### config.mk
export PLATFORM = sky130hd
export DESIGN_NAME = choc_ram
export DESIGN_NICKNAME = d
export VERILOG_FILES = /design/src/design/choc_ram.sv
export SDC_FILE = /design/constraint.sdc
export NUM_CORES = 1
export LEC_CHECK = 0
export BUFFER_PORTS_ARGS = -buffer_cell sky130_fd_sc_hd__buf_2
export CORE_MARGIN = 3
export CORE_UTILIZATION = 40
export CTS_CLUSTER_SIZE = 12
export DETAILED_ROUTE_END_ITERATION = 16
export RECOVER_POWER = 50
export SETUP_SLACK_MARGIN = 0.4
export SLEW_MARGIN = 10
export SYNTH_ARGS = -nofsm -noshare
export SYNTH_HDL_FRONTEND = slang
export SYNTH_SLANG_ARGS = --single-unit
### constraint.sdc
create_clock -name i_clk -period 1.65 [get_ports i_clk]
set_input_delay 0.0825 -clock i_clk [delete_from_list [all_inputs] [get_ports i_clk]]
set_output_delay 0.0825 -clock i_clk [all_outputs]
set_load 0.03 [all_outputs]
### src/design/choc_ram.sv
`timescale 1ns / 1ps

module choc_ram #(
    parameter int WIDTH = 8,
    parameter int DEPTH = 16
) (
    input  logic                     i_clk,
    input  logic                     i_we,
    input  logic [$clog2(DEPTH)-1:0] i_waddr,
    input  logic [WIDTH-1:0]         i_wdata,
    input  logic [$clog2(DEPTH)-1:0] i_raddr,
    output logic [WIDTH-1:0]         o_rdata
);

    logic [WIDTH-1:0] r_mem [DEPTH];
    logic [WIDTH-1:0] r_rdata;

    // one write port, one registered read port
    always_ff @(posedge i_clk) begin
        if (i_we) begin
            r_mem[i_waddr] <= i_wdata;
        end
        r_rdata <= r_mem[i_raddr];
    end

    assign o_rdata = r_rdata;

endmodule

; ---- Word-level counts from Yosys, hierarchy flattened
; Memories as Yosys holds them, arrays and structs flattened. A register that Yosys moved wholly into a read port is not among the register bits.
; Index checks and enable logic that the tools add are counted.
[totals]
reg_bits = 0
mem_bits_rw = 128
input_bits = 18
out_inout_bits = 8
n_memories = 1
[memory_table]
columns = memory, depth, word_bits, read_ports, rd_ports_with_merged_regs, write_ports, line
row1 = r_mem, 16, 8, 1, 1, 1, 15  ; logic [WIDTH-1:0] r_mem [DEPTH];
[classes]
n_mux = 2
[op_table]
columns = op, n
row1 = $mux 1, 2

; ---- Longest topological paths before layout
; Gate-level depths: netlist of the first run.
[logic_depth]
ltp_word = 2
mapped_depth = 5
mapped_depth_nobuf = 3

; ---- Worst setup path before layout of the first run
; Ideal clock, no wire load.
[synth_timing]
path_type = in2reg
startpoint = input port i_waddr[2]
endpoint = memory r_mem[0][0] (enable)
setup_time_ps = 383
t_arrival_ps = 1192
required_ps = 1267
setup_slack_ps = 75
cell_stages = 2
cell_sequence = or3b_2 -> nor3_1
[synth_lines]
columns = element, line
row1 = start: declaration, 9  ; input logic [$clog2(DEPTH)-1:0] i_waddr,
row2 = end: declaration, 15
; No word-level cell before the write port.

==> summary.txt, run 1 <==
Clock sink count -> 136
Drt drc -> 0
Critical path launch point type -> flop
Flops & latches, synth -> 136
Worst hold slack -> 0.193 ns
Vias after detailed routing -> 2408
Total track usage -> 14.6%
Vias per cell -> 5.17
Fin cells -> 466
Final nets -> 303
Antenna Violating Nets Remaining -> 0
Setup TNS -> 0 ns
Fin crit share -> 76.7%
CP max FO -> 1
Routed len/inst -> 21.0 µm
Fin area -> 6160 µm²
Sequential cell area -> 4000 µm²
Largest net degree at the start of global routing -> 30
Prevailing post-synth register cell -> edfxtp_1
Worst-margin pin slew -> 0.732 ns
Skew final -> 0.00655 ns
Leading cell types by total area after synthesis -> edfxtp_1 (75%), mux4_2 (7.9%), mux4_1 (7.1%)
F_max -> 0.790 GHz
Clock-pin slew on the worst setup and hold paths -> 0.05 ns
H-tree depth -> 4
Most common cell in the synthesized netlist -> edfxtp_1
Hold Fails Final Rpt -> 0
Final wirelength -> 9780 µm
Number of global-route vias before repair -> 2592
Overflow after GRT -> 0
Critical Path AT -> 1.55 ns
Netlist cell types -> 19
Starting Density -> 41.8%
Crit-path cells -> mux4_2 -> a22oi_2 -> nand2_1
GPL Wtd Cong -> 0.745
Status -> finished clean
Num rows -> 40
Final worst setup slack -> 0.385 ns
Area post-placement -> 5610 µm²
Die W -> 119 µm
Crit path buf inv count -> 0
Pre-antenna DRT Iters -> 4
Synth top cells by count -> edfxtp_1 (128), mux4_2 (18), a22oi_1 (16)
Leakage -> 2.03 nW
CTS tree -> done
Die Area -> 14300 µm²
First-pass GRT wire length -> 15200 µm
Clk Latency, worst-skew pair -> 0.40 ns
Worst VDD drop -> 671 µV
Yosys warning count -> 0
Sequential element share of the synthesized area -> 77.8%
Slowest-stage cell, CP -> mux4_2
FFs w/ async S/R, synth -> 0%
Filler cells -> 1036
Clock buffer count from CTS -> 17
Root buffer cell -> clkbuf_16
Total power -> 7.73 mW
Slew Limit Fails -> 0
Layout area overhead -> 19.6%
Yosys top cell by area -> edfxtp_1
Reg2reg setup slack -> 0.38 ns
CP top delay family -> multiplexers
HPWL after DPL -> 6380 µm
Port-buffer cells -> 25
EDFF count, synth -> 128
Share of cells above drive strength 1 -> 32.6%
Synthesized area -> 5150 µm²
Syn_nets -> 247
CTS max path bufs -> 2
Util after Layout -> 50.0%
Critical path class -> reg -> reg
Num ports -> 26
Top cell type's share of synthesized area -> 74.7%
Multi-input logic area -> 1090 µm²
Initial antenna violation count -> 1
Syn Inst Count -> 229
Max incr delay on CP -> 0.48 ns
Final Critical Period -> 1.27 ns
Worst slew margin -> 51.2%
Max-cap violations -> 0
Power per standard cell area -> 1260 nW/µm²
Critical Path Sink Type -> flop
Hold Path Class -> in -> reg
RSZ-0062 raised after global routing -> yes
Placed cell count -> 434
Avg Inst Size Synth -> 22.5 µm²
Core area -> 12300 µm²
Initial DRC Count -> 182
WP data required -> 1.93 ns
Die Ht -> 119 µm
Pre-CTS WS -> 0.135 ns
Antenna diode count -> 0
Final number of setup-violating endpoints -> 0
[what timing repair did]
action | 4_1_cts | 5_1_grt
setup buffers | 0 | 0
hold buffers | 0 | 0
resized for setup | 11 | 5
setup endpoints to repair | 7 | 8
pin swaps | 9 | 1
[layout make-up]
cell class	count	area share (%)
Sequential cell	136	65.0
Tap cell	168	3.41
Multi-Input combinational cell	83	17.7
Clock inverter	5	0.752
Timing Repair Buffer	47	5.08
Clock buffer	27	8.01
[worst register-to-register path, stage by stage (launching register included)]
cell	delay [ns]
edfxtp_1	0.40
mux4_2	0.48
a22oi_2	0.21
nand2_1	0.07
[metal layers]
metal | global-route usage, % | vias up | share of wire [%]
met2 | 22.5 | 65 | 47
met5 | 0 | - | 0.13
met1 | 20.0 | 1258 | 46
li1 | - | 1077 | -
met3 | 4.94 | 6 | 6.2
met4 | 3.87 | 2 | 0.37
[layout by cell type (no fill, tap or decap)]
| cell | n |
|---|---|
| edfxtp_1 | 128 |
| mux4_2 | 25 |
| buf_4 | 18 |
| clkbuf_16 | 17 |
| clkbuf_1 | 17 |
| buf_2 | 16 |
| nor2_1 | 13 |
| a22oi_2 | 9 |
| nand2_1 | 9 |
| dfxtp_1 | 8 |
| a22oi_1 | 7 |
| mux4_1 | 7 |
| nor3_2 | 3 |
| clkbuf_8 | 3 |
| clkinv_1 | 3 |
| buf_12 | 3 |
| nand3b_1 | 2 |
| nand2b_1 | 2 |
| nor2b_1 | 1 |
| and2_1 | 1 |
| and2b_1 | 1 |
| nand3_1 | 1 |
| nor3_1 | 1 |
| or3b_2 | 1 |
| bufinv_16 | 1 |
| clkinv_2 | 1 |
[cells by family after synthesis]
logic type             after synthesis  synth area share, %
buffers and inverters               10                 1.68
DFF                                136                 77.8
muxes                               32                 15.0
and+or+nand+nor                     35                 3.18
AOI/OAI and AO/OA                   16                 2.33
[where the power goes]
part / internal (mW) / switching, mW
Sequential: 3.87 / 0.0265
Clock: 2.18 / 1.25
Combinational: 0.169 / 0.247
Total: 6.21 / 1.52
[registers in the layout, indices dropped and copies added, names as in the netlist]
register	flops
r_mem	128
o_rdata	8
[worst paths after layout]
| path | start | depth (start not counted) | end |
|---|---|---|---|
| setup reg to reg | r_mem[8][3] | 3 | o_rdata[3] |
| hold / removal | i_wdata[2] | 1 | r_mem[11][2] |
| setup / recovery | r_mem[8][3] | 3 | o_rdata[3] |
| hold reg to reg | r_mem[6][2] | 3 | o_rdata[2] |
No activity file was read; power rests on OpenSTA's default activity.
==> run 2: changes to the inputs <==
--- a/config.mk
+++ b/config.mk
@@ -5,6 +5,7 @@
 export SDC_FILE = /design/constraint.sdc
 export NUM_CORES = 1
 export LEC_CHECK = 0
+export ABC_AREA = 1
 export BUFFER_PORTS_ARGS = -buffer_cell sky130_fd_sc_hd__buf_2
 export CORE_MARGIN = 3
 export CORE_UTILIZATION = 40
==> constraint.sdc (replaced) <==
create_clock -name i_clk -period 1.3 [get_ports i_clk]
set_input_delay 0.065 -clock i_clk [delete_from_list [all_inputs] [get_ports i_clk]]
set_output_delay 0.065 -clock i_clk [all_outputs]
set_load 0.03 [all_outputs]
==> summary.txt, run 2 <==
Clock sink count -> 136
Fin cells -> 789
HPWL after DPL -> 8560 µm
Final number of setup-violating endpoints -> 0
Critical path launch point type -> flop
Largest family of logic cells by synthesized area -> simple AND/OR/NAND/NOR gates
Area post-placement -> 6170 µm²
Biggest register -> r_mem
Fin area -> 6960 µm²
Synth Area in Simple Gates -> 21.0%
Clock buffer count from CTS -> 17
Fin crit share -> 74.9%
CTS max path bufs -> 2
Synthesized area -> 5770 µm²
Synth top cells by count -> nand2_1 (173), edfxtp_1 (128), inv_1 (100)
Hold Path Class -> in -> reg
Syn Inst Count -> 551
Slowest-stage cell, CP -> dfxtp_2
Area share of fa/ha/maj cells after synthesis -> 0%
Share of cells above drive strength 1 -> 19.5%
Final wirelength -> 13100 µm
Critical Path AT -> 0.91 ns
Leading cell types by total area after synthesis -> edfxtp_1 (67%), nand2_1 (11%), nand3_1 (8.4%)
Leakage -> 2.98 nW
WP data required -> 1.24 ns
CP top delay family -> flip-flops
Skew final -> 0.00598 ns
F_max -> 1.03 GHz
Mux share of post-synthesis cell area -> 0%
CTS tree -> done
Clock-pin slew on the worst setup and hold paths -> 0.06 ns
Slew Limit Fails -> 0
Vias after detailed routing -> 3810
Pre-CTS WS -> 0.116 ns
Max incr delay on CP -> 0.36 ns
Die Area -> 15900 µm²
EDFF count, synth -> 128
Sequential element share of the synthesized area -> 69.4%
Initial DRC Count -> 404
Most common cell after layout, fill and taps aside -> nand2_1
Antenna Violating Nets Remaining -> 0
Flops & latches, synth -> 136
Setup TNS -> 0 ns
Net Switching -> 2.32 mW
Avg Inst Size Synth -> 10.5 µm²
Num rows -> 43
Antenna diode count -> 0
Top cell type's share of synthesized area -> 66.7%
Power per standard cell area -> 1500 nW/µm²
Largest net degree at the start of global routing -> 54
Crit-path cells -> buf_6
Worst-margin pin slew -> 0.988 ns
Final worst setup slack -> 0.326 ns
Status -> finished clean
Netlist cell types -> 12
Sw frac -> 22.1%
Total track usage -> 17.3%
Int Pwr -> 8.16 mW
Clk Latency, worst-skew pair -> 0.41 ns
Post CTS Setup Buffer Count -> 0
Number of global-route vias before repair -> 3805
Die W -> 126 µm
CP max FO -> 1
Clock power share -> 45.8%
Gate power share -> 6.9%
Port-buffer cells -> 25
Layout area overhead -> 20.7%
Placed cell count -> 757
Starting Density -> 41.2%
Max-cap violations -> 0
Vias per cell -> 4.83
Seq pwr share -> 47.3%
Root buffer cell -> clkbuf_16
Pre-antenna DRT Iters -> 5
Max reg flops -> 128
RSZ-0062 raised after global routing -> yes
Final Critical Period -> 0.974 ns
Routed len/inst -> 16.6 µm
Overflow after GRT -> 0
FFs w/ async S/R, synth -> 0%
Die Ht -> 126 µm
GPL Wtd Cong -> 0.796
H-tree depth -> 4
Crit path buf inv count -> 1
Core area -> 14000 µm²
Synth Area in Compound Gates -> 0%
Critical path class -> reg -> out
Most common cell in the synthesized netlist -> nand2_1
Yosys top cell by area -> edfxtp_1
Drt drc -> 0
XOR/XNOR share of the synthesized area -> 0%
Worst slew margin -> 34.2%
Prevailing post-synth register cell -> edfxtp_1
Final nets -> 614
Yosys warning count -> 0
Hold Fails Final Rpt -> 0
Syn_nets -> 569
Critical Path Sink Type -> primary output
Worst VDD drop -> 904 µV
First-pass GRT wire length -> 20800 µm
Num ports -> 26
Commonest cells after routing, fill and taps aside -> nand2_1 (169), edfxtp_1 (128), inv_1 (100)
Initial antenna violation count -> 0
==> run 2: kinds of logic after synthesis <==
logic type	Yosys count
buffers and inverters	126
DFF	136
and+or+nand+nor	289
==> run 2: worst paths after layout <==
check	start	cells past startpoint	slack, ns	end
max	o_rdata[3]	1	0.33	o_rdata[3]
min	i_raddr[3]	3	0.02	o_rdata[1]
max reg2reg	r_mem[0][6]	6	0.34	o_rdata[6]
min reg2reg	r_mem[14][7]	6	0.68	o_rdata[7]
==> run 2: metal layers <==
layer	vias to the layer above	wire, µm	global-route usage (%)
li1	1862	-	-
met1	1828	5650	22.7
met2	103	6650	29.1
met3	17	616	3.60
met4	0	180	5.43
met5	-	0	0
==> run 2: worst reg2reg max path: cells and delay by family, from the launching register on <==
family / cells / cell delay, ns
and+or+nand+nor: 5 / 0.41
buffers and inverters: 1 / 0.07
DFF: 1 / 0.38
==> run 2: timing repair <==
item / CTS / global route
endpoints found under the hold margin: 0 / 0
setup endpoints to repair: 16 / 16
hold buffers: 0 / 0
pin swaps: 20 / 7
resized for setup: 45 / 12
==> run 2: power groups by stage <==
| stage | Sequential [mW] | Combinational (mW) | Clock [mW] |
|---|---|---|---|
| floorplan | 5.07 | 0.349 | 0 |
| global placement | 5.03 | 0.652 | 0 |
| detailed placement | 5.03 | 0.659 | 0 |
| CTS | 4.96 | 0.720 | 4.85 |
| global route | 4.96 | 0.797 | 5.08 |
| finish | 4.96 | 0.721 | 4.80 |
==> run 2: through the flow <==
step | total power [mW] | hold WS [ns] | utilization, %
2_1_floorplan | 5.42 | 0.164 | -
3_3_place_gp | 5.68 | 0.434 | 44.1
3_5_place_dp | 5.69 | 0.433 | 44.1
4_1_cts | 10.5 | 0.00392 | 49.5
5_1_grt | 10.8 | 0.0252 | 49.8
6_report | 10.5 | 0.0204 | 49.8
==> run 2: final cells by class <==
class                      count  area, µm²
tap                          180        225
sequential                   136       4020
inverter                     102        383
timing repair buffer          50        360
fill                        1245       7030
clock buffer                  17        425
multi-input combinational    289       1370
clock inverter                15        176
