## src/design/choc_pkg.sv

```systemverilog
`timescale 1ns / 1ps

package choc_pkg;

    // table geometry and counter width
    localparam int TABLE_DEPTH = 1024;
    localparam int COUNT_BITS  = 24;
    localparam int IDX_W       = $clog2(TABLE_DEPTH);
    localparam int USED_W      = $clog2(TABLE_DEPTH + 1);

    // fixed field widths
    localparam int ID_W     = 32;
    localparam int POS_W    = 16;
    localparam int BIN_W    = 4;
    localparam int BWID_W   = 12;
    localparam int OIDX_W   = 10;
    localparam int HIT_W    = 24;
    localparam int IN_W     = ID_W + 2 * POS_W;
    localparam int OUT_W    = 40;
    localparam int WORD_W   = BIN_W + COUNT_BITS + ID_W;
    localparam int SQ_W     = 2 * POS_W;
    localparam int CFG_IDX_W = 2;

    localparam logic [COUNT_BITS-1:0] COUNT_MAX  = {COUNT_BITS{1'b1}};
    localparam logic [BIN_W-1:0]      BEYOND_BIN = 4'd15;

    // configuration register indexes
    localparam logic [CFG_IDX_W-1:0] CFG_BIN_WIDTH = 2'd0;
    localparam logic [CFG_IDX_W-1:0] CFG_BIN_COUNT = 2'd1;
    localparam logic [CFG_IDX_W-1:0] CFG_OPEN_TOP  = 2'd2;

    typedef struct packed {
        logic [BWID_W-1:0] bin_width;
        logic [BIN_W-1:0]  bin_count;
        logic              open_top;
    } t_cfg;

    // bin unit handshake
    typedef struct packed {
        logic             done;
        logic [BIN_W-1:0] bin;
    } t_bin_res;

    // one result item
    typedef struct packed {
        logic [BIN_W-1:0]      radial_bin;
        logic                  table_full;
        logic                  new_entry;
        logic [COUNT_BITS-1:0] hit_total;
        logic [IDX_W-1:0]      entry_index;
    } t_result;

endpackage

```

## src/design/choc_bin.sv

```systemverilog
`timescale 1ns / 1ps

module choc_bin
    import choc_pkg::*;
(
    input  logic                    i_clk,
    input  logic                    i_rst_n,
    input  logic                    i_start,
    input  logic signed [POS_W-1:0] i_x,
    input  logic signed [POS_W-1:0] i_y,
    input  t_cfg                    i_cfg,
    output t_bin_res                o_res
);

    localparam logic [2:0] B_IDLE = 3'd0;
    localparam logic [2:0] B_X    = 3'd1;
    localparam logic [2:0] B_Y    = 3'd2;
    localparam logic [2:0] B_SUM  = 3'd3;
    localparam logic [2:0] B_SQ   = 3'd4;
    localparam logic [2:0] B_CMP  = 3'd5;

    logic [2:0]        r_state, n_state;
    logic [POS_W-1:0]  r_ax, r_ay;
    logic [POS_W-1:0]  r_edge;
    logic [SQ_W-1:0]   r_prod;
    logic [SQ_W-1:0]   r_r2;
    logic [BIN_W-1:0]  r_k;
    logic              r_done;
    logic [BIN_W-1:0]  r_bin;
    logic [POS_W-1:0]  mul_op;
    logic [BIN_W-1:0]  last_k;
    logic [POS_W-1:0]  abs_x, abs_y;

    // magnitudes; the most negative value maps to 2^15 as unsigned
    assign abs_x = i_x[POS_W-1] ? POS_W'(~i_x + 1'b1) : i_x;
    assign abs_y = i_y[POS_W-1] ? POS_W'(~i_y + 1'b1) : i_y;

    // a zero bin count acts as one bin
    assign last_k = (i_cfg.bin_count == '0) ? '0 : i_cfg.bin_count - 1'b1;

    // shared squaring multiplier operand
    always_comb begin
        case (r_state)
            B_X:     mul_op = r_ax;
            B_Y:     mul_op = r_ay;
            default: mul_op = r_edge;
        endcase
    end

    always_comb begin
        n_state = r_state;
        case (r_state)
            B_IDLE:  n_state = B_IDLE;
            B_X:     n_state = B_Y;
            B_Y:     n_state = B_SUM;
            B_SUM:   n_state = B_SQ;
            B_SQ:    n_state = B_CMP;
            B_CMP: begin
                if (r_r2 < r_prod || r_k == last_k) begin
                    n_state = B_IDLE;
                end else begin
                    n_state = B_SQ;
                end
            end
            default: n_state = B_IDLE;
        endcase
        if (i_start) begin
            n_state = B_X;
        end
    end

    // control
    always_ff @(posedge i_clk) begin
        if (!i_rst_n) begin
            r_state <= B_IDLE;
            r_done  <= 1'b0;
        end else begin
            r_state <= n_state;
            r_done  <= !i_start && r_state == B_CMP && n_state == B_IDLE;
        end
    end

    // datapath: x^2 + y^2 then squared edges, one edge per pass through the SQ and CMP states
    always_ff @(posedge i_clk) begin
        r_prod <= SQ_W'(mul_op) * SQ_W'(mul_op);
        if (i_start) begin
            r_ax <= abs_x;
            r_ay <= abs_y;
        end
        case (r_state)
            B_Y:   r_r2 <= r_prod;
            B_SUM: begin
                r_r2   <= r_r2 + r_prod;
                r_edge <= POS_W'(i_cfg.bin_width);
                r_k    <= '0;
            end
            B_CMP: begin
                if (r_r2 < r_prod) begin
                    r_bin <= r_k;
                end else if (r_k == last_k) begin
                    r_bin <= i_cfg.open_top ? last_k : BEYOND_BIN;
                end else begin
                    r_k    <= r_k + 1'b1;
                    r_edge <= r_edge + POS_W'(i_cfg.bin_width);
                end
            end
            default: ;
        endcase
    end

    assign o_res.done = r_done;
    assign o_res.bin  = r_bin;

    a_done_after_cmp: assert property (@(posedge i_clk) disable iff (!i_rst_n)
        r_done |-> $past(r_state) == B_CMP)
        else $error("bin done without a compare step");

    a_k_in_range: assert property (@(posedge i_clk) disable iff (!i_rst_n)
        r_state == B_CMP && !$past(i_start) |-> r_k <= last_k)
        else $error("bin index ran past the last bin");

endmodule

```

## config.mk

```make
export PLATFORM = sky130hd
export DESIGN_NAME = choc_bin
export DESIGN_NICKNAME = d
export VERILOG_FILES = /design/src/design/choc_pkg.sv /design/src/design/choc_bin.sv
export SDC_FILE = /design/constraint.sdc
export NUM_CORES = 1
export LEC_CHECK = 0
export ABC_AREA = 1
export BUFFER_PORTS_ARGS = -buffer_cell sky130_fd_sc_hd__buf_2
export CAP_MARGIN = 20
export CORE_AREA = 3 3 177 179
export DETAILED_ROUTE_END_ITERATION = 16
export DIE_AREA = 0 0 180 182
export PLACE_DENSITY = 0.72
export SLEW_MARGIN = 40
export SYNTH_ARGS = -nofsm -noshare
export SYNTH_HDL_FRONTEND = slang
export SYNTH_SLANG_ARGS = --single-unit
```

## constraint.sdc

```tcl
create_clock -name i_clk -period 7.4 [get_ports i_clk]
set_input_delay 1.11 -clock i_clk [delete_from_list [all_inputs] [get_ports i_clk]]
set_output_delay 1.11 -clock i_clk [all_outputs]
set_load 0.1 [all_outputs]
```

; Word level (Yosys, flattened, before mapping)
; Index checks and enable logic that the tools add are counted.
; W data, S select, Z words.
[classes]
n_addsub = 6
n_mul = 1
div = 0
magnitude_cmp = 1
n_eq_ne = 8
shifts = 0
muxes = 17
n_bitwise = 2
reduce_logical = 11
[ops]
columns = operator, n
row1 = $pmux W16 S2, 2
row2 = $pmux W32 S2, 1
row3 = $add A16 B1 Y16 const B, 2
row4 = $add A32 B32 Y32, 1
row5 = $lt A32 B32 Y1, 1
row6 = $mul A16 B16 Y32, 1
row7 = $mux W16, 2
row8 = $not A16 Y16, 2
row9 = $mux W15, 2
row10 = $mux W4, 6
row11 = $add A16 B12 Y16, 1
row12 = $pmux W3 S5, 1
row13 = $pmux W4 S2, 1
row14 = $eq A3 B2 Y1 const B, 2
row15 = $eq A3 B3 Y1 const B, 2
row16 = $mux W3, 2
row17 = $reduce_bool A2 Y1, 3
row18 = $add A4 B1 Y4 const B, 1
row19 = $eq A4 B4 Y1, 1
row20 = $logic_not A4 Y1, 1
row21 = $ne A2 B2 Y1 const B, 2
row22 = $sub A4 B1 Y4 const B, 1
row23 = $eq A3 B1 Y1 const B, 1
row24 = $logic_not A3 Y1, 1
row25 = 5 further kinds, 6
[word_totals]
register_bits = 124
latchBits = 0
ramBits = 0
mem_bits_ro = 0
in_bits = 52
elab_cells = 57
memories = 0

; Logic depth before layout (Yosys ltp)
; Gate-level depths: netlist of the first run.
[logic_depth]
word_depth = 9
ltp_mapped = 34
depth_no_buf = 33

; Worst setup path after synthesis of the first run
; Ideal clock, no wire load.
[synth_timing]
kind = register to register
from = reg r_state[1]
to = reg r_prod[18]
arrival_time_ps = 6140
slack_ps = 1188
stages_incl_launch_ff = 27
path_cell_list = dfxtp_1 inv_1 nor2_4 nand2_4 nand2_4 inv_2 buf_6 a21oi_4 nor2_1 fa_1 inv_1 fa_1 inv_1 fa_1 fa_1 fa_1 inv_1 fa_1 inv_1 ha_1 nand2_1 nor2_1 nand3_1 nand3_1 inv_1 o21ai_0 xor2_1
[synth_via]
elab_chain_cells = 3
[synth_rtl]
columns = element, line
row1 = from (decl), choc_bin.sv:22  ; logic [2:0] r_state, n_state;
row2 = from (signal assigned), choc_bin.sv:78  ; r_state <= n_state;
row3 = $eq A3 B2 Y1 or $eq A3 B1 Y1 (tied branches), choc_bin.sv:43  ; case (r_state)
row4 = $pmux W16 S2 (*), choc_bin.sv:43
row5 = $mul A16 B16 Y32 (*), choc_bin.sv:85  ; r_prod <= SQ_W'(mul_op) * SQ_W'(mul_op);
row6 = to (signal assigned), choc_bin.sv:85
row7 = to (decl), choc_bin.sv:25  ; logic [SQ_W-1:0] r_prod;
; Every way passes the cells marked *; elsewhere a longest branch is shown, timed or not.
; A chain may end at the register's enable or synchronous reset.

; Final worst setup path of the first run
[layout_timing]
from = reg r_state[0]
to = reg r_prod[22]
; The elaborated chain is that of the path after synthesis.

==> results of run 1 <==
area by class of cell:
type | count | area (sq um)
clock buffers | 18 | 429
clock inverters | 14 | 191
fillers | 2751 | 12000
inverters | 488 | 1840
multi-input cells | 1538 | 11100
flip-flops and latches | 123 | 3340
well taps | 390 | 488
repair buffers | 62 | 325
state kept, by name (all words and copies together), names as in the netlist:
signal   cells
r_r2        32
r_prod      31
r_ax        16
r_ay        16
r_edge      16
r_bin        4
r_k          4
r_state      3
r_done       1
placed cells by master, fill, tap and decap left out, drive strengths merged, types with 35 or more instances in the layout:
| master | count |
|---|---|
| a21oi | 97 |
| buf | 62 |
| dfxtp | 35 |
| edfxtp | 88 |
| fa | 163 |
| ha | 174 |
| inv | 491 |
| nand2 | 533 |
| nand3 | 112 |
| nor2 | 206 |
| o21ai | 72 |
| xor2 | 45 |
metal layers:
layer	part of all wire	wire length, microns
met2	0.48	20500
met3	0.050	2140
met1	0.43	18400
met4	0.039	1660
met5	0	0
path summary, 6_finish.rpt:
| kind | startpoint | end | slack [ns] | cells past startpoint |
|---|---|---|---|---|
| max | r_state[0] | r_prod[22] | 0.74 | 25 |
| min | r_prod[26] | r_r2[26] | 0.58 | 2 |
| max reg2reg | r_state[0] | r_prod[22] | 0.74 | 25 |
| min reg2reg | r_prod[26] | r_r2[26] | 0.58 | 2 |
cells by family after synthesis:
kind of cell | share of synthesized area
XOR/XNOR | 0.0331
AO/OA/AOI/OAI | 0.0794
flip-flops | 0.204
adder cells (fa/ha/maj) | 0.331
AND/OR/NAND/NOR | 0.232
buffers and inverters | 0.120
through the flow:
stage	setup WS (ns)	cells	hold slack [ns]	utilization	cell area [sq um]
2_1_floorplan	1.19	2173	0.502	-	16400
3_3_place_gp	0.884	2601	0.549	0.575	17100
3_5_place_dp	0.822	2601	0.567	0.575	17100
4_1_cts	0.796	2633	0.573	0.596	17700
5_1_grt	0.335	2633	0.627	0.596	17700
6_report	0.736	2633	0.577	0.596	17700
worst max-delay path, cell delays in order, from the launching register on:
cell      delay, ns
dfxtp_1        0.39
inv_1          0.12
nand2_4        0.13
nand2_4        0.07
inv_2          0.40
nand2_1        0.13
nand2_2        0.21
inv_1          0.25
nor2_1         0.25
inv_1          0.08
fa_1           0.49
inv_1          0.06
fa_1           0.55
fa_1           0.46
fa_1           0.46
fa_1           0.52
inv_1          0.05
fa_1           0.47
inv_1          0.04
ha_1           0.38
a21oi_1        0.29
o21ai_0        0.17
o21bai_1       0.21
a21oi_1        0.13
nand2_1        0.08
xor2_1         0.14
==> run summary, run 1 <==
Number of flops mapped to enable cells by yosys: 88. Clock-pin slew was measured on the worst setup and hold paths at 0.06 ns. The die covers 32800 sq um.

Sorting the synthesized cells by area gives the leading types as fa_1 (20%), edfxtp_1 (16%), ha_1 (13%), nand2_1 (12%), inv_1 (11%). Counting along the longest clock path gives a buffer depth of 2. The met3 routing resource usage after global routing is 0.0431.

The tools report the met2 track utilization from global routing as 0.454. The number of global-route vias before repair was 14500. met2 is the most crowded layer.

The final hold violation count was 0; the average wire length per cell after detail routing was 16.2 microns. The layout cell share with drive strength beyond 1 is 0.0615. The tools report the final number of max-transition violations as 0.

The path type of the worst min-delay path was reg -> reg. The first-pass GRT wire length came out at 69.8 mm. The tree is rooted in a clkbuf_16.

The die extent in x is 180 microns, and the met1 usage in global routing is 0.335. After clock tree synthesis, the repair step resized 0 gates. For this block, the routed nets add up to 42.6 mm of wire.

For the worst setup path, the data arrival time is 6.96 ns. At the pin with the least slew margin, the transition time is 0.697 ns. The proportion of netlist area held by the largest area contributor was 0.199.

The number of inserted diodes was 0; the count of buffers inserted at the top-level ports was 56. The most numerous cell in the Yosys netlist is nand2_1. The worst slew margin relative to its limit is 0.536, and the number of buffers created by CTS is 17.

The die is 182 microns tall. The run gives 0.266 as the total global-route track usage. The share of the cycle needed by the critical path after routing works out to 0.901. The final weighted congestion of routability-driven global placement came out at 0.947. Counting instances in the post-synthesis netlist gives the leading cell types as nand2_1 (530), inv_1 (473), nor2_1 (202), ha_1 (174), fa_1 (163). Buffers added to address setup during post-CTS repair amount to 0. For the largest net degree at the start of global routing, the log shows 44. Max-cap violations in this run came to 0. After technology mapping, the gate count stands at 2173. The tools report the sink count of the clock tree as 123. The number of violations reported at the end of detailed-routing iteration 0 was 941. The tools report the initial antenna violation count as 0. The cell type with the largest total area after synthesis is fa_1. In the routed design, unresolved DRC markers number 0. The post-synthesis async set-or-reset flop share is 0. Synthesis-to-finish area growth: 7.93%. During synthesis, Yosys emitted a total of 0 warnings. The final setup TNS came out at 0 ns. Pin placement for this block handled 57 I/O pins.

The distinct cell type count after synthesis is 45. Synthesis produced a netlist with a net count of 2562. The critical path in this run is classified as reg -> reg. After synthesis the cells add up to 16400 sq um.

Setup violations remaining at the end of the flow were counted as 0. For this run, the top clock speed supported by timing is 150 MHz. The largest fanout on the critical path is 15, and the area of the core region is 29700 sq um. The flow ran to the end, and the final reports show no timing, DRC or antenna violations. The wire-length estimate of the detail-placed layout is 35.9 mm.

The worst setup path is launched from a flop. The clock period could shrink to 6.66 ns. At the later pin of the worst-skew pair, clock insertion delay measures 0.44 ns. The final-stage net count came out at 2619. TritonCTS built the clock tree. Setup repair after global routing left no endpoint under its margin. After detailed routing, the number of vias per cell comes to 5.33. STA puts the critical path data required time at 7.70 ns. The tools report the sequential element share of the synthesized area as 0.204. Flip-flop cell with the highest count after synthesis: edfxtp_1. The register bit total from synthesis was 123; the hold-fix buffer count after cts was 0. The post-synthesis area per instance was 7.55 sq um. In this run the remaining antenna-violating nets after routing total 0. The tools report the global-route congestion overflow total as 0.

The first detailed-routing pass ran for 9 iterations. STA classifies the critical path endpoint as a flop. The run gives 4 as the H-tree level count. The run gives 0.0257 ns as the worst-case clock skew. Across all layers, the routed design uses 14000 vias.

The logs give 0.552 for the starting density of the core and 63 for the count of standard-cell rows.
Power of run 1 is left out: the tool's default activity adds up to more than one toggle a clock period on the data nets, which glitch-free logic cannot reach.
==> inputs of run 2 (changes only) <==
--- a/config.mk
+++ b/config.mk
@@ -12,6 +12,7 @@
 export DETAILED_ROUTE_END_ITERATION = 16
 export DIE_AREA = 0 0 180 182
 export PLACE_DENSITY = 0.72
+export RECOVER_POWER = 100
 export SLEW_MARGIN = 40
 export SYNTH_ARGS = -nofsm -noshare
 export SYNTH_HDL_FRONTEND = slang
==> run summary, run 2 (synthesized netlist as in run 1, its figures left out) <==
The run finished, with violations left. The checks that failed: capacitance limit, slew limit. Detailed-router iteration count before antenna repair: 5 (-4).

The path type of the worst min-delay path is reg -> reg. The number of violations reported at the end of detailed-routing iteration 0 came out at 916 (-2.7%). The largest registers in the layout are r_r2 (32), r_prod (31). The final-stage net count is 2619 (unchanged). The commonest non-fill, non-tap cell in the layout was nand2_1.

The layout cell share with drive strength beyond 1 was 0.0531 (-0.00847). STA classifies the critical path startpoint as a flop. The run gives 57 (unchanged) as the I/O pin count. Die extent in x: 180 microns (unchanged).

The logs give 63 (unchanged) for the count of standard-cell rows and 14500 (unchanged) for the number of global-route vias before repair. The logs give 0.579 ns (+0.00179 ns) for the smallest hold slack and 0 (unchanged) for the initial antenna violation count. Largest fanout on the critical path: 15 (unchanged).

The tools report the total number of vias as 14000 (-0.45%). The area of the die was 32800 sq um (unchanged). On the critical path, the stage with the largest delay is an instance of fa_1. The H-tree level count was 4 (unchanged); the final weighted congestion of routability-driven global placement was 0.947 (unchanged). The starting density of the core is 0.552 (unchanged), and the longest individual stage delay on the worst path is 0.56 ns (about the same). The synthesis-to-finish area growth was 7.58%; the area of the core region was 29700 sq um (unchanged).

TritonCTS built the clock tree. The flip-flop count of the largest register, all copies and words added is 32 (unchanged). The final number of max-transition violations is 112 (+112), and the final critical path time including I/O delays and setup is 6.79 ns (+0.129 ns). The height of the die is 182 microns (unchanged), and the largest net degree at the start of global routing is 44 (unchanged). The count of cell instances traversed by the critical path was 25 (unchanged); the worst-case clock skew was 0.0141 ns (-0.0116 ns). The run gives 3 (+3) as the number of maximum-capacitance violations. For the total global-route track usage, the log shows 0.266 (unchanged). The tools report the pre-CTS setup slack as 0.822 ns (unchanged). The tools report the count of cells resized by post-cts repair as 0 (unchanged). The number of instances on the worst hold path came out at 2 (unchanged). The top register by number of flip-flops was r_r2. The run gives 0.0431 (unchanged) as the met3 routing resource usage after global routing.

The tools report the filler cell count as 2767 (+0.58%). In this run the clock root is driven by a clkbuf_16. In this design, the largest share of critical-path delay is due to adder cells. The average vias per placed instance was 5.31 (-0.45%). The tools report the worst slew margin relative to its limit as -0.441 (-0.976). The flop-to-flop setup slack was 0.61 ns (-0.13 ns); the post-route non-filler standard cell count was 2633 (unchanged).

The final setup TNS is 0 ns (unchanged), and the number of cells on the worst reg-to-reg path is 25 (unchanged). The run gives 0 (unchanged) as the number of nets with antenna violations after routing. For the met1 usage in global routing, the log shows 0.335 (unchanged). For the slack of the critical path, the log shows 0.607 ns (-0.129 ns). The tools report the sink count of the clock tree as 123 (unchanged).

The total setup violations reported at the end of the flow was 0 (unchanged); the number of inserted diodes was 0 (unchanged). The clock latency on the worst-skew pair came out at 0.43 ns (about the same). The most numerous cell type found on the critical path is fa_1. The tools report the post-detailed-route DRC marker count as 0 (unchanged). The tools report the final hold violation count as 0 (unchanged). The global-route congestion overflow total was 0 (unchanged). STA classifies the critical path endpoint as a flop. The post-detailed-routing wire length is 42.7 mm (+0.12%), and the combined buffer and inverter count along the critical path is 6 (-1).

Most congested layer reported by global routing: met2. The tools report the maximum count of clock buffers along a single path as 2 (unchanged). The total setup buffers inserted after CTS was 0 (unchanged); the hold-fix buffer count after cts was 0 (unchanged). The highest clock rate is 147 MHz (-1.9%). The transition time at the pin with the least slew margin is 2.16 ns (+1.46 ns).

The tools report the arrival time at the worst endpoint as 7.14 ns (+0.18 ns). The run gives 69.8 mm (unchanged) as the first-pass GRT wire length. The number of buffers created by CTS was 17 (unchanged); the share of the cycle needed by the critical path after routing was 0.918 (+0.0175). The count of placed standard cells including taps was 2601 (unchanged); the clock transition at the register clock pins on the worst setup and hold paths after CTS was 0.06 ns (about the same). The critical path is of the reg -> reg type. Count of buffers inserted at the top-level ports: 56 (unchanged). HPWL reported at the end of detailed placement: 35.9 mm (unchanged). Setup repair after global routing left no endpoint under its margin.

The met2 track utilization from global routing was 0.454 (unchanged). Leaving out fill and tap cells, the most frequent cells in the layout are nand2_1 (532), inv_1 (473), nor2_1 (203). The average wire length per cell after detail routing was 16.2 microns (+0.12%). The run gives 7.75 ns (+0.05 ns) as the required time of the critical path.
run 2: cell count changes in the layout (fill, tap and decap cells not counted), moves of 2 or more:
cell | before | now
clkbuf_1 | 1 | 15
buf_2 | 56 | 47
buf_4 | 6 | 1
nand2_1 | 528 | 532
nand2_2 | 3 | 1
nand2_4 | 2 | 0
run 2: path summary, 6_finish.rpt:
kind,start,endpoint
setup reg to reg,r_state[1],r_prod[23]
hold / removal,r_prod[26],r_r2[26]
setup / recovery,r_state[1],r_prod[23]
hold reg to reg,r_prod[26],r_r2[26]
run 2: cell type report:
type	count	area (sq um)	area share
multi-input cells	1538	11100	0.627
inverters	488	1840	0.104
repair buffers	62	295	0.0167
well taps	390	488	0.0276
clock inverters	14	191	0.0108
flip-flops and latches	123	3340	0.189
clock buffers	18	429	0.0243
run 2: metal layers:
layer	vias to the layer above	part of all wire	wire length, microns
met2	371	0.48	20500
met4	0	0.040	1700
met5	-	0	0
met1	6638	0.43	18400
met3	109	0.049	2090
li1	6866	-	-
run 2: metrics by stage:
step | area, sq um | utilization
after floorplan | 16400 | -
after global placement | 17100 | 0.575
after detailed placement | 17100 | 0.575
after CTS | 17700 | 0.596
after global routing | 17700 | 0.594
final | 17700 | 0.594
run 2: worst min-delay path, stage by stage (launching register included):
cell and delay (ns):
dfxtp_1 0.36, nand2_1 0.07, nand2_1 0.05
Power of run 2 is left out for the same reason.
==> inputs of run 3 (changes only) <==
--- a/config.mk
+++ b/config.mk
@@ -13,7 +13,8 @@
 export DIE_AREA = 0 0 180 182
 export PLACE_DENSITY = 0.72
 export RECOVER_POWER = 100
-export SLEW_MARGIN = 40
+export SKIP_CTS_REPAIR_TIMING = 1
+export SLEW_MARGIN = 10
 export SYNTH_ARGS = -nofsm -noshare
 export SYNTH_HDL_FRONTEND = slang
 export SYNTH_SLANG_ARGS = --single-unit
==> constraint.sdc (replaced) <==
create_clock -name i_clk -period 6.7 [get_ports i_clk]
set_input_delay 1.005 -clock i_clk [delete_from_list [all_inputs] [get_ports i_clk]]
set_output_delay 1.005 -clock i_clk [all_outputs]
set_load 0.1 [all_outputs]
==> run summary, run 3 (synthesized netlist as in run 1, its figures left out) <==
For this design, the slowest cell found on the critical path is fa_1. The sort of element at the end of the critical path was a flop. The tools report the required time of the critical path as 7.05 ns (-0.70 ns).

The cell type group with the largest total delay on the critical path is adder cells. For the total number of vias, the log shows 14000 (-0.014%). Path type of the worst min-delay path: reg -> reg. The final setup TNS is 0 ns (unchanged), and the detailed-router iteration count before antenna repair is 5 (unchanged). Clock tree synthesis selected as its root buffer the cell clkbuf_16. The final-stage net count is 2625 (+0.23%). For the global-route congestion overflow total, the log shows 0 (unchanged). The longest individual stage delay on the worst path was 0.59 ns (+0.03 ns); the H-tree level count was 4 (unchanged). The count of placed standard cells including taps was 2605 (+0.15%). The checks that failed: capacitance limit, slew limit. The signal on the critical path passes through inv_1 > nand3_2 > nand2_4 > o211ai_2 > inv_4 > nor2_1 > inv_1 > fa_1 > inv_1 > fa_1 > fa_1 > fa_1 > fa_1 > fa_1 > ha_1 > nand2_1 > inv_1 > nand2_1 > nor2_1 > nand4_1 > nand3_1 > xor2_1. Setup repair after global routing left no endpoint under its margin. The final critical path time including I/O delays and setup was 6.45 ns (-0.342 ns).

The maximum count of clock buffers along a single path was 2 (unchanged); the largest fanout on the critical path was 12 (-3). The total global-route track usage was 0.269 (+0.00312); the first-pass GRT wire length was 71.0 mm (+1.7%). Leaving out fill and tap cells, the most frequent cell in the layout is nand2_1.

The share of the cycle needed by the critical path after routing was 0.963 (+0.0448). For the post-route non-filler standard cell count, the log shows 2639 (+0.23%). TritonCTS built the clock tree.

The run finished, with violations left. The critical path is of the reg -> reg type. For the highest clock rate, the log shows 155 MHz (+5.3%). The final hold violation count came out at 0 (unchanged). The average vias per placed instance was 5.30 (-0.24%). Area of the core region: 29700 sq um (unchanged). STA classifies the critical path startpoint as a flop.

The tools report the final number of max-transition violations as 112 (unchanged). The HPWL reported at the end of detailed placement is 36.2 mm (+0.93%), and the transition time at the pin with the least slew margin is 2.21 ns (+0.0445 ns). The number of nets with antenna violations after routing was 0 (unchanged); the final weighted congestion of routability-driven global placement was 0.978 (+3.3%). The synthesis-to-finish area growth was 7.97%; the initial antenna violation count was 1 (+1). The number of inserted diodes came out at 0 (unchanged). The cell repeated most along the worst path is fa_1. The run gives -0.470 (-0.0297) as the worst slew margin relative to its limit. The clock transition at the register clock pins on the worst setup and hold paths after CTS came out at 0.06 ns (about the same).

The I/O pin count was 57 (unchanged); the pre-CTS setup slack was 0.301 ns (-0.521 ns). The layout cell share with drive strength beyond 1 was 0.0565 (+0.00342); the flip-flop count of the largest register, all copies and words added was 32 (unchanged). The largest net degree at the start of global routing was 44 (unchanged); the number of violations reported at the end of detailed-routing iteration 0 was 1094 (+19%). The run gives 2722 (-1.6%) as the filler cell count.

The tools report the number of global-route vias before repair as 14400 (-0.90%). Average wire length per cell after detail routing: 16.2 microns (+0.22%). Worst-case clock skew: 0.0153 ns (+0.00119 ns).

The run gives 6.80 ns (-0.34 ns) as the arrival time at the worst endpoint. The tools report the number of buffers created by CTS as 17 (unchanged). The largest registers in the layout are r_r2 (32), r_prod (31). The height of the die was 182 microns (unchanged); the post-detailed-routing wire length was 42.8 mm (+0.45%).

Leaving out fill and tap cells, the most frequent cells in the layout are nand2_1 (530), inv_1 (473), nor2_1 (202). The area of the die is 32800 sq um (unchanged), and the die extent in x is 180 microns (unchanged). The top register by number of flip-flops was r_r2. The clock latency on the worst-skew pair is 0.43 ns (about the same), and the count of standard-cell rows is 63 (unchanged). The combined buffer and inverter count along the critical path is 5 (-1). The count of buffers inserted at the top-level ports came out at 56 (unchanged).

The starting density of the core was 0.552 (unchanged). The total setup violations reported at the end of the flow was 0 (unchanged); the slack of the critical path was 0.249 ns (-0.358 ns). Smallest hold slack: 0.567 ns (-0.0121 ns). The number of maximum-capacitance violations was 3 (unchanged). For the sink count of the clock tree, the log shows 123 (unchanged). Post-detailed-route DRC marker count: 0 (unchanged).
run 3: changes by cell type in the layout (fill, tap and decap cells not counted), moves of 2 or more:
cell / delta
clkinv_4: +2
nand2_1: -2
inv_4: +3
nand2_4: +2
buf_4: +6
inv_2: -3
inv_6: -2
clkbuf_1: +2
run 3: final cells by class:
type                       count  area [sq um]  share of cell area
inverter                     488          1840               0.104
clock inverter                12           164             0.00925
clock buffer                  20           447              0.0252
sequential                   123          3340               0.189
multi-input combinational   1538         11100               0.626
tap                          390           488              0.0275
timing repair buffer          68           339              0.0191
run 3: worst paths after layout:
| kind | startpoint | endpoint | slack, ns | cells past startpoint |
|---|---|---|---|---|
| worst max-delay path | r_state[2] | r_prod[23] | 0.25 | 22 |
| worst min-delay path | r_prod[20] | r_r2[20] | 0.57 | 2 |
| worst max register to register | r_state[2] | r_prod[23] | 0.25 | 22 |
| worst min register to register | r_prod[20] | r_r2[20] | 0.57 | 2 |
run 3: stage by stage:
step	util	instance area [sq um]
5_1_grt	0.596	17700
3_5_place_dp	0.576	17100
3_3_place_gp	0.576	17100
6_report	0.596	17700
2_1_floorplan	-	16400
4_1_cts	0.597	17700
run 3: layer usage:
metal | wire length [microns] | global-route usage | vias to the layer above
li1 | - | - | 6870
met1 | 18400 | 0.338 | 6596
met2 | 20500 | 0.468 | 412
met3 | 2160 | 0.0363 | 104
met4 | 1820 | 0.111 | 0
met5 | 0 | 0 | -
run 3: tightest hold or removal path: cells and delay by family, from the launching register on:
family	cells	cell delay [ns]
flip-flops	1	0.35
AND/OR/NAND/NOR	2	0.12
Power of run 3 is left out for the same reason.
